`config.mk`:
```
export PLATFORM = sky130hd
export DESIGN_NAME = i2c_master_transaction_sequencer
export DESIGN_NICKNAME = d
export VERILOG_FILES = /design/src/rtl/core/i2cseq_pkg.sv /design/src/rtl/core/i2cseq_ram.sv /design/src/rtl/core/i2c_master_transaction_sequencer.sv
export SDC_FILE = /design/constraint.sdc
export NUM_CORES = 1
export LEC_CHECK = 0
export BUFFER_PORTS_ARGS = -buffer_cell sky130_fd_sc_hd__buf_2
export CORE_UTILIZATION = 54
export DETAILED_ROUTE_END_ITERATION = 6
export GPL_TIMING_DRIVEN = 1
export HOLD_SLACK_MARGIN = 0.03
export PLACE_DENSITY = 0.76
export SLEW_MARGIN = 20
export SYNTH_ARGS = -nofsm -noshare
export SYNTH_HDL_FRONTEND = slang
export SYNTH_SLANG_ARGS = --single-unit
```
`constraint.sdc`:
```
create_clock -name aclk -period 2.7 [get_ports aclk]
set_clock_uncertainty 0.2 [all_clocks]
set_input_delay 0.405 -clock aclk [delete_from_list [all_inputs] [get_ports aclk]]
set_output_delay 0.405 -clock aclk [all_outputs]
set_load 0.005 [all_outputs]
```
`src/rtl/core/i2cseq_pkg.sv`:
```
// Package for the I2C master transaction sequencer: command, event and
// acknowledge codes, reset values and the result record. No dependencies.
package i2cseq_pkg;

    localparam int BUF_DEPTH_DEF = 16;

    localparam logic [2:0] MAX_RETRIES_RST = 3'd2;
    localparam logic [4:0] MAX_BYTES       = 5'd16;
    localparam logic [3:0] RETRY_SAT       = 4'd15;

    localparam logic [1:0] CMD_LOAD        = 2'd0;
    localparam logic [1:0] CMD_START_WRITE = 2'd1;
    localparam logic [1:0] CMD_START_READ  = 2'd2;
    localparam logic [1:0] CMD_EVENT       = 2'd3;

    localparam logic [3:0] EV_START        = 4'd0;
    localparam logic [3:0] EV_REP_START    = 4'd1;
    localparam logic [3:0] EV_MT_SLA_ACK   = 4'd2;
    localparam logic [3:0] EV_MT_SLA_NACK  = 4'd3;
    localparam logic [3:0] EV_MT_DATA_ACK  = 4'd4;
    localparam logic [3:0] EV_MT_DATA_NACK = 4'd5;
    localparam logic [3:0] EV_MR_SLA_ACK   = 4'd6;
    localparam logic [3:0] EV_MR_SLA_NACK  = 4'd7;
    localparam logic [3:0] EV_MR_DATA_ACK  = 4'd8;
    localparam logic [3:0] EV_MR_DATA_NACK = 4'd9;

    localparam logic [1:0] ACK_KEEP  = 2'd0;
    localparam logic [1:0] ACK_SET   = 2'd1;
    localparam logic [1:0] ACK_CLEAR = 2'd2;

    typedef struct packed {
        logic       rejected;
        logic       send_start;
        logic       send_stop;
        logic       int_clear;
        logic [1:0] ack_mode;
        logic       data_load;
        logic [7:0] data_out;
        logic       rx_valid;
        logic [3:0] rx_index;
        logic [7:0] rx_byte;
        logic       busy_res;
    } res_t;

endpackage

```
`src/rtl/core/i2cseq_ram.sv`:
```
// Generic single-write, single-read RAM with a registered read port.
// No dependencies.
module i2cseq_ram #(
    parameter int WIDTH = 8,
    parameter int DEPTH = 16
) (
    input  logic                     clk,
    input  logic                     we,
    input  logic [$clog2(DEPTH)-1:0] waddr,
    input  logic [WIDTH-1:0]         wdata,
    input  logic [$clog2(DEPTH)-1:0] raddr,
    output logic [WIDTH-1:0]         rdata
);

    logic [WIDTH-1:0] mem [DEPTH];
    logic [WIDTH-1:0] rdata_reg;

    always_ff @(posedge clk) begin
        if (we) begin
            mem[waddr] <= wdata;
        end
        rdata_reg <= mem[raddr];
    end

    assign rdata = rdata_reg;

endmodule

```
`src/rtl/core/i2c_master_transaction_sequencer.sv`:
```
// Top level of the I2C master transaction sequencer.
// Depends on i2cseq_pkg and i2cseq_ram (transmit buffer).
//
//  Channel | Direction | Handshake            | Payload
//  s_      | in        | s_valid / s_ready    | command, buffer write, start, bus event
//  m_      | out       | m_valid / m_ready    | bus actions, received byte, busy
//  cfg_    | in        | cfg_valid / cfg_ready| max_retries
//
// One command is accepted per cycle unless the result stalls; it passes through the
// input register, then the result register. The transmit buffer RAM is read ahead
// at the byte position left by the previous item, so one item per cycle is sustained
// without stalls. Reset is synchronous and active low; the buffer is not cleared.
// A stalled result register holds back the input register and then s_ready.
module i2c_master_transaction_sequencer
    import i2cseq_pkg::*;
#(
    parameter int BUFFER_DEPTH = BUF_DEPTH_DEF
) (
    input  logic       aclk,
    input  logic       aresetn,
    input  logic       s_valid,
    output logic       s_ready,
    input  logic [1:0] s_cmd,
    input  logic [3:0] s_buf_index,
    input  logic [7:0] s_buf_byte,
    input  logic [6:0] s_slave_address,
    input  logic [4:0] s_byte_count,
    input  logic [3:0] s_event_code,
    input  logic [7:0] s_rx_data,
    output logic       m_valid,
    input  logic       m_ready,
    output logic       m_rejected,
    output logic       m_send_start,
    output logic       m_send_stop,
    output logic       m_int_clear,
    output logic [1:0] m_ack_mode,
    output logic       m_data_load,
    output logic [7:0] m_data_out,
    output logic       m_rx_valid,
    output logic [3:0] m_rx_index,
    output logic [7:0] m_rx_byte,
    output logic       m_busy_res,
    input  logic       cfg_valid,
    output logic       cfg_ready,
    input  logic [2:0] cfg_max_retries
);

    localparam int AW = $clog2(BUFFER_DEPTH);

    logic       in_valid_reg;
    logic [1:0] cmd_reg;
    logic [3:0] buf_index_reg;
    logic [7:0] buf_byte_reg;
    logic [6:0] slave_address_reg;
    logic [4:0] byte_count_reg;
    logic [3:0] event_code_reg;
    logic [7:0] rx_data_reg;

    logic       advance;
    logic       m_valid_reg;
    res_t       res_reg;
    res_t       res_next;

    logic [2:0] max_retries_reg;
    logic       busy_reg, busy_next;
    logic       read_dir_reg, read_dir_next;
    logic [6:0] target_reg, target_next;
    logic [4:0] bytes_left_reg, bytes_left_next;
    logic [3:0] retry_reg, retry_next;
    logic [3:0] position_reg, position_next;

    logic          wr_en;
    logic [8:0]    wr_index_wide;
    logic [8:0]    rd_index_wide;
    logic [7:0]    rd_data;
    logic          rd_ok_reg;
    logic [7:0]    tx_byte;
    logic [4:0]    count_clamped;
    logic          more_left;
    logic [4:0]    bytes_down;

    assign advance   = in_valid_reg && (!m_valid_reg || m_ready);
    assign s_ready   = !in_valid_reg || advance;
    assign cfg_ready = 1'b1;

    always_ff @(posedge aclk) begin
        if (!aresetn) begin
            in_valid_reg <= 1'b0;
        end else if (s_ready) begin
            in_valid_reg <= s_valid;
        end
    end

    always_ff @(posedge aclk) begin
        if (s_valid && s_ready) begin
            cmd_reg           <= s_cmd;
            buf_index_reg     <= s_buf_index;
            buf_byte_reg      <= s_buf_byte;
            slave_address_reg <= s_slave_address;
            byte_count_reg    <= s_byte_count;
            event_code_reg    <= s_event_code;
            rx_data_reg       <= s_rx_data;
        end
    end

    always_ff @(posedge aclk) begin
        if (!aresetn) begin
            max_retries_reg <= MAX_RETRIES_RST;
        end else if (cfg_valid && cfg_ready) begin
            max_retries_reg <= cfg_max_retries;
        end
    end

    assign wr_index_wide = {5'd0, buf_index_reg};
    assign rd_index_wide = {5'd0, position_next};

    i2cseq_ram #(
        .WIDTH (8),
        .DEPTH (BUFFER_DEPTH)
    ) u_tx_buf (
        .clk   (aclk),
        .we    (wr_en),
        .waddr (wr_index_wide[AW-1:0]),
        .wdata (buf_byte_reg),
        .raddr (rd_index_wide[AW-1:0]),
        .rdata (rd_data)
    );

    always_ff @(posedge aclk) begin
        rd_ok_reg <= rd_index_wide < 9'(BUFFER_DEPTH);
    end

    assign tx_byte = rd_ok_reg ? rd_data : 8'd0;

    assign more_left  = bytes_left_reg > 5'd1;
    assign bytes_down = more_left ? bytes_left_reg - 5'd1 : 5'd0;

    always_comb begin
        if (byte_count_reg == 5'd0) begin
            count_clamped = 5'd1;
        end else if (byte_count_reg > MAX_BYTES) begin
            count_clamped = MAX_BYTES;
        end else begin
            count_clamped = byte_count_reg;
        end
    end

    always_comb begin
        res_next        = '0;
        wr_en           = 1'b0;
        busy_next       = busy_reg;
        read_dir_next   = read_dir_reg;
        target_next     = target_reg;
        bytes_left_next = bytes_left_reg;
        retry_next      = retry_reg;
        position_next   = position_reg;

        if (advance) begin
            unique case (cmd_reg)
                CMD_LOAD: begin
                    if (busy_reg) begin
                        res_next.rejected = 1'b1;
                    end else begin
                        wr_en = wr_index_wide < 9'(BUFFER_DEPTH);
                    end
                end
                CMD_START_WRITE, CMD_START_READ: begin
                    if (busy_reg) begin
                        res_next.rejected = 1'b1;
                    end else begin
                        target_next         = slave_address_reg;
                        bytes_left_next     = count_clamped;
                        read_dir_next       = cmd_reg == CMD_START_READ;
                        retry_next          = 4'd0;
                        position_next       = 4'd0;
                        busy_next           = 1'b1;
                        res_next.send_start = 1'b1;
                        res_next.int_clear  = 1'b1;
                    end
                end
                CMD_EVENT: begin
                    if (busy_reg) begin
                        unique case (event_code_reg)
                            EV_START, EV_REP_START: begin
                                res_next.int_clear = 1'b1;
                                if (retry_reg > {1'b0, max_retries_reg}) begin
                                    res_next.send_stop = 1'b1;
                                    busy_next          = 1'b0;
                                end else begin
                                    res_next.data_out  = {target_reg, read_dir_reg};
                                    res_next.data_load = 1'b1;
                                end
                            end
                            EV_MT_SLA_ACK: begin
                                retry_next         = 4'd0;
                                res_next.data_out  = tx_byte;
                                res_next.data_load = 1'b1;
                                res_next.int_clear = 1'b1;
                                position_next      = position_reg + 4'd1;
                            end
                            EV_MT_SLA_NACK, EV_MR_SLA_NACK: begin
                                if (retry_reg != RETRY_SAT) begin
                                    retry_next = retry_reg + 4'd1;
                                end
                                res_next.send_start = 1'b1;
                                res_next.send_stop  = 1'b1;
                                res_next.int_clear  = 1'b1;
                            end
                            EV_MT_DATA_ACK: begin
                                bytes_left_next    = bytes_down;
                                res_next.int_clear = 1'b1;
                                if (more_left) begin
                                    res_next.data_out  = tx_byte;
                                    res_next.data_load = 1'b1;
                                    position_next      = position_reg + 4'd1;
                                end else begin
                                    res_next.send_stop = 1'b1;
                                    busy_next          = 1'b0;
                                end
                            end
                            EV_MT_DATA_NACK: begin
                                res_next.send_stop = 1'b1;
                                res_next.int_clear = 1'b1;
                                busy_next          = 1'b0;
                            end
                            EV_MR_SLA_ACK: begin
                                bytes_left_next    = bytes_down;
                                res_next.ack_mode  = more_left ? ACK_SET : ACK_KEEP;
                                res_next.int_clear = 1'b1;
                            end
                            EV_MR_DATA_ACK: begin
                                res_next.rx_valid  = 1'b1;
                                res_next.rx_index  = position_reg;
                                res_next.rx_byte   = rx_data_reg;
                                position_next      = position_reg + 4'd1;
                                bytes_left_next    = bytes_down;
                                res_next.ack_mode  = more_left ? ACK_SET : ACK_CLEAR;
                                res_next.int_clear = 1'b1;
                            end
                            EV_MR_DATA_NACK: begin
                                res_next.rx_valid  = 1'b1;
                                res_next.rx_index  = position_reg;
                                res_next.rx_byte   = rx_data_reg;
                                position_next      = position_reg + 4'd1;
                                res_next.send_stop = 1'b1;
                                res_next.int_clear = 1'b1;
                                busy_next          = 1'b0;
                            end
                            default: begin
                            end
                        endcase
                    end
                end
            endcase
        end

        res_next.busy_res = busy_next;
    end

    always_ff @(posedge aclk) begin
        if (!aresetn) begin
            busy_reg       <= 1'b0;
            read_dir_reg   <= 1'b0;
            target_reg     <= 7'd0;
            bytes_left_reg <= 5'd0;
            retry_reg      <= 4'd0;
            position_reg   <= 4'd0;
        end else begin
            busy_reg       <= busy_next;
            read_dir_reg   <= read_dir_next;
            target_reg     <= target_next;
            bytes_left_reg <= bytes_left_next;
            retry_reg      <= retry_next;
            position_reg   <= position_next;
        end
    end

    always_ff @(posedge aclk) begin
        if (!aresetn) begin
            m_valid_reg <= 1'b0;
        end else if (advance) begin
            m_valid_reg <= 1'b1;
        end else if (m_ready) begin
            m_valid_reg <= 1'b0;
        end
    end

    always_ff @(posedge aclk) begin
        if (advance) begin
            res_reg <= res_next;
        end
    end

    assign m_valid      = m_valid_reg;
    assign m_rejected   = res_reg.rejected;
    assign m_send_start = res_reg.send_start;
    assign m_send_stop  = res_reg.send_stop;
    assign m_int_clear  = res_reg.int_clear;
    assign m_ack_mode   = res_reg.ack_mode;
    assign m_data_load  = res_reg.data_load;
    assign m_data_out   = res_reg.data_out;
    assign m_rx_valid   = res_reg.rx_valid;
    assign m_rx_index   = res_reg.rx_index;
    assign m_rx_byte    = res_reg.rx_byte;
    assign m_busy_res   = res_reg.busy_res;

endmodule

```
==> impl_metrics.yaml <==
power:
  power.density_nw_per_um2: 610.6
  ir_drop_uv: 580.6
  p_leak_nw: 4.462
run_status:
  violations: "setup timing"
  status: "finished with violations"
job:
  maxCapViolCount: 0
grt:
  use_met2_pct: 43.21
  use_met3_pct: 4.233
  grt.total_usage_pct: 25.25
  grt_pass1_vias: 6376
  overflow: 0
  top_usage_layer: "met2"
  antenna_found_initial: 0
  grt.met1_usage_pct: 32.22
  grt_pass1_wl_um: 34540
  grt_max_degree: 40
layout:
  area_growth_pct: 27.29
  finalCoreUtilization_pct: 71.34
  diodes: 0
  regMostFlops: "u_tx_buf.mem"
  drive_above_1_share_pct: 31.14
  finalNetCount: 910
  largest_register_ffs: 128
min_path:
  hold_start: "cfg_valid"
  min_to: "max_retries_reg[0]$_SDFFE_PN0P_"
  hp-class: "primary input to flip-flop"
  hold-path-cell-count: 3
routing:
  first_iter_violations: 478
  ant_nets: 0
  drc: 0
  vias: 6342
  wl_per_cell_um: 20.36
  viasPerCell: 5.834
  routed_wl_um: 22140
  dr.pass1.iters: 5
timing:
  setup_ws_ns: -0.2273
  fin_crit_ns: 2.927
  max-slew-margin-rel_pct: 50.75
  fin_crit_sh_pct: 108.4
  rsz0062_at_grt: "true"
  maxSlewViolCount: 0
  worstMarginPinSlew_ns: 0.7388
  max_freq_ghz: 0.3416
  hold_violations: 0
  finalSetupViolCount: 8
logic_synthesis:
  syn_nets: 704
  async_flop_share_pct: 0
  yosysWarnings: 0
  syn_area_per_cell_um2: 14.59
  synth.ff_latch_count: 230
  synth_area_um2: 9425
  synth_flop_cell: "edfxtp_1"
  synth_edf_count: 195
  ys_types: 56
  syn_inst: 646
  seq_area_frac_synth_pct: 69.56
die:
  initial_core_util_pct: 56.04
  core_um2: 16820
  fp.dieW_um: 134.1
  die_y_um: 134.1
  pin_count: 78
  die_area_um2: 17990
  num_rows: 47
critical_path:
  cp.arrival_ns: 3.12
  reg2reg_setup_slack_ns: -0.23
  regToRegEndpoint: "u_tx_buf.rdata[3]$_DFF_P_"
  crit_required_ns: 2.89
  worstSetupPathType: "flip-flop to flip-flop"
  worstPathMaxFanout: 8
  reg2regPathDepth: 12
  cp-start-kind: "flip-flop"
  regToRegStartpoint: "bytes_left_reg[1]$_SDFFE_PN0P_"
  critPathCaptureType: "flip-flop"
placement:
  pre_cts_slack_ns: -0.2851
  dp_hpwl_um: 14320
  place.gp.congestion: 0.8762
  port_buffers: 76
cts:
  clk_latency_ns: 0.53
  root_buffer: "clkbuf_16"
  cts_sinks: 230
  cts_tree: "done"
  cts_buffers: 24
  htreeDepth: 1
  path_clk_slew_ns: 0.06
  cts_buffer_depth: 3
[worst max-delay path: stages, from the launching register on]
cell and delay [ns]:
dfxtp_4 0.34, inv_2 0.04, ha_4 0.14, o21bai_4 0.16
a2111o_1 0.43, buf_4 0.16, a41oi_2 0.18, buf_4 0.15
nand3_4 0.12, buf_4 0.18, a221o_1 0.34, a31oi_2 0.25
a211oi_2 0.11
[worst max-delay path by stage]
stage                                         startpoint                         to  slack (ns)  cells after the start
after floorplan           bytes_left_reg[1]$_SDFFE_PN0P_  u_tx_buf.rdata[0]$_DFF_P_       -0.20                     11
after global placement    bytes_left_reg[1]$_SDFFE_PN0P_  u_tx_buf.rdata[7]$_DFF_P_       -0.23                     12
after detailed placement  bytes_left_reg[1]$_SDFFE_PN0P_  u_tx_buf.rdata[4]$_DFF_P_       -0.29                     11
after CTS                 bytes_left_reg[1]$_SDFFE_PN0P_  u_tx_buf.rdata[5]$_DFF_P_       -0.22                     10
after global routing      bytes_left_reg[1]$_SDFFE_PN0P_  u_tx_buf.rdata[3]$_DFF_P_       -0.30                     11
final                     bytes_left_reg[1]$_SDFFE_PN0P_  u_tx_buf.rdata[3]$_DFF_P_       -0.23                     12
[power breakdown]
part	switching (mW)	internal [mW]	total, mW	leakage, nW
Combinational	0.178	0.181	0.359	2.04
Sequential	0.0688	3.93	4.00	2.08
Clock	1.31	1.66	2.97	0.341
[layer usage]
metal	routed length, um	up-vias
met5	0	-
met2	10850	289
met3	1459	61
met1	9083	3073
li1	-	2919
met4	745	0
[what timing repair did]
action,4_1_cts,5_1_grt
gates cloned,0,0
pin swaps,2,1
endpoints found under the setup margin,9,11
hold buffers,44,0
buffers inserted,1,11
hold endpoints to repair,42,0
gates resized for setup,17,11
[layout make-up]
class	count	area [um2]
timing repair buffer	211	1553
fill	1082	4821
clock buffer	31	636.9
tap	220	275.3
multi-input combinational	364	2834
clock inverter	10	58.81
sequential	230	6561
inverter	21	78.83
[stage by stage]
step / TNS (ns) / hold slack, ns / std cells / power [mW] / cell area [um2]
2_1_floorplan: -1.496 / 0.2431 / 646 / 4.189 / 9509
3_3_place_gp: -1.539 / 0.2520 / 990 / 4.339 / 10620
3_5_place_dp: -1.935 / 0.2648 / 990 / 4.355 / 10620
4_1_cts: -1.521 / 0.03050 / 1076 / 7.329 / 11850
5_1_grt: -2.204 / 0.05134 / 1087 / 7.547 / 12000
6_report: -1.518 / 0.04429 / 1087 / 7.326 / 12000
[synthesized netlist by cell type (4+ instances only)]
library cell  count  area share (%)
nand2b_1          7            0.46
a21oi_1          16            0.85
dfxtp_1          35             7.4
and2_1            6            0.40
a211oi_2          8             1.1
buf_6             5            0.60
inv_1            21            0.84
mux2_2           12             1.4
mux2_4           15             2.4
and3_1           18             1.2
mux2i_1          11             1.2
edfxtp_1        195              62
nand3b_1          4            0.32
ha_1             12             1.6
nor2b_1          16             1.1
nor3_1           11            0.58
a22oi_1          10            0.80
nor2_1           33             1.3
a31oi_1           9            0.60
a21boi_0         11            0.88
mux2_1            5            0.60
o22ai_1          16             1.1
o21ai_0          13            0.69
nand2_1          35             1.4
nand3_1          16            0.85
clkbuf_1         19            0.76
nand4_1          10            0.66
o211ai_1         13             1.0
a221o_1          16             1.7
[cell families after synthesis]
family          synth area share, %
xor+xnor                    0.09294
other cells                 0.03979
mux                           5.589
fa+ha+maj                     1.593
flops                         69.56
simple gates                  9.704
buf+inv                       2.615
compound gates                10.81
[cell usage in the layout (no fill, tap or decap), types with 4 or more instances in the layout]
| master | Yosys | final |
|---|---|---|
| ha_1 | 12 | 9 |
| and3_1 | 18 | 18 |
| a211oi_2 | 8 | 8 |
| edfxtp_1 | 195 | 195 |
| nand3b_1 | 4 | 4 |
| a21oi_1 | 16 | 16 |
| nand2b_1 | 7 | 7 |
| mux2i_1 | 11 | 9 |
| o22ai_1 | 16 | 5 |
| a22oi_1 | 10 | 10 |
| mux2_1 | 5 | 5 |
| nor3_1 | 11 | 11 |
| o21ai_0 | 13 | 12 |
| mux2_2 | 12 | 12 |
| clkinv_1 | 0 | 5 |
| nor2b_1 | 16 | 15 |
| clkbuf_16 | 0 | 24 |
| o211ai_1 | 13 | 13 |
| buf_4 | 3 | 85 |
| nand2_1 | 35 | 35 |
| clkbuf_1 | 19 | 6 |
| dlygate4sd3_1 | 0 | 44 |
| a221o_1 | 16 | 16 |
| dfxtp_1 | 35 | 33 |
| nand3_1 | 16 | 16 |
| and2_1 | 6 | 5 |
| a21boi_0 | 11 | 11 |
| nor2_1 | 33 | 33 |
| a31oi_2 | 0 | 4 |
| a31oi_1 | 9 | 4 |
| inv_1 | 21 | 18 |
| mux2_4 | 15 | 15 |
| o22ai_2 | 0 | 9 |
| buf_2 | 2 | 76 |
| nand4_1 | 10 | 10 |
Note: power is estimated with default switching activity, not from simulation.
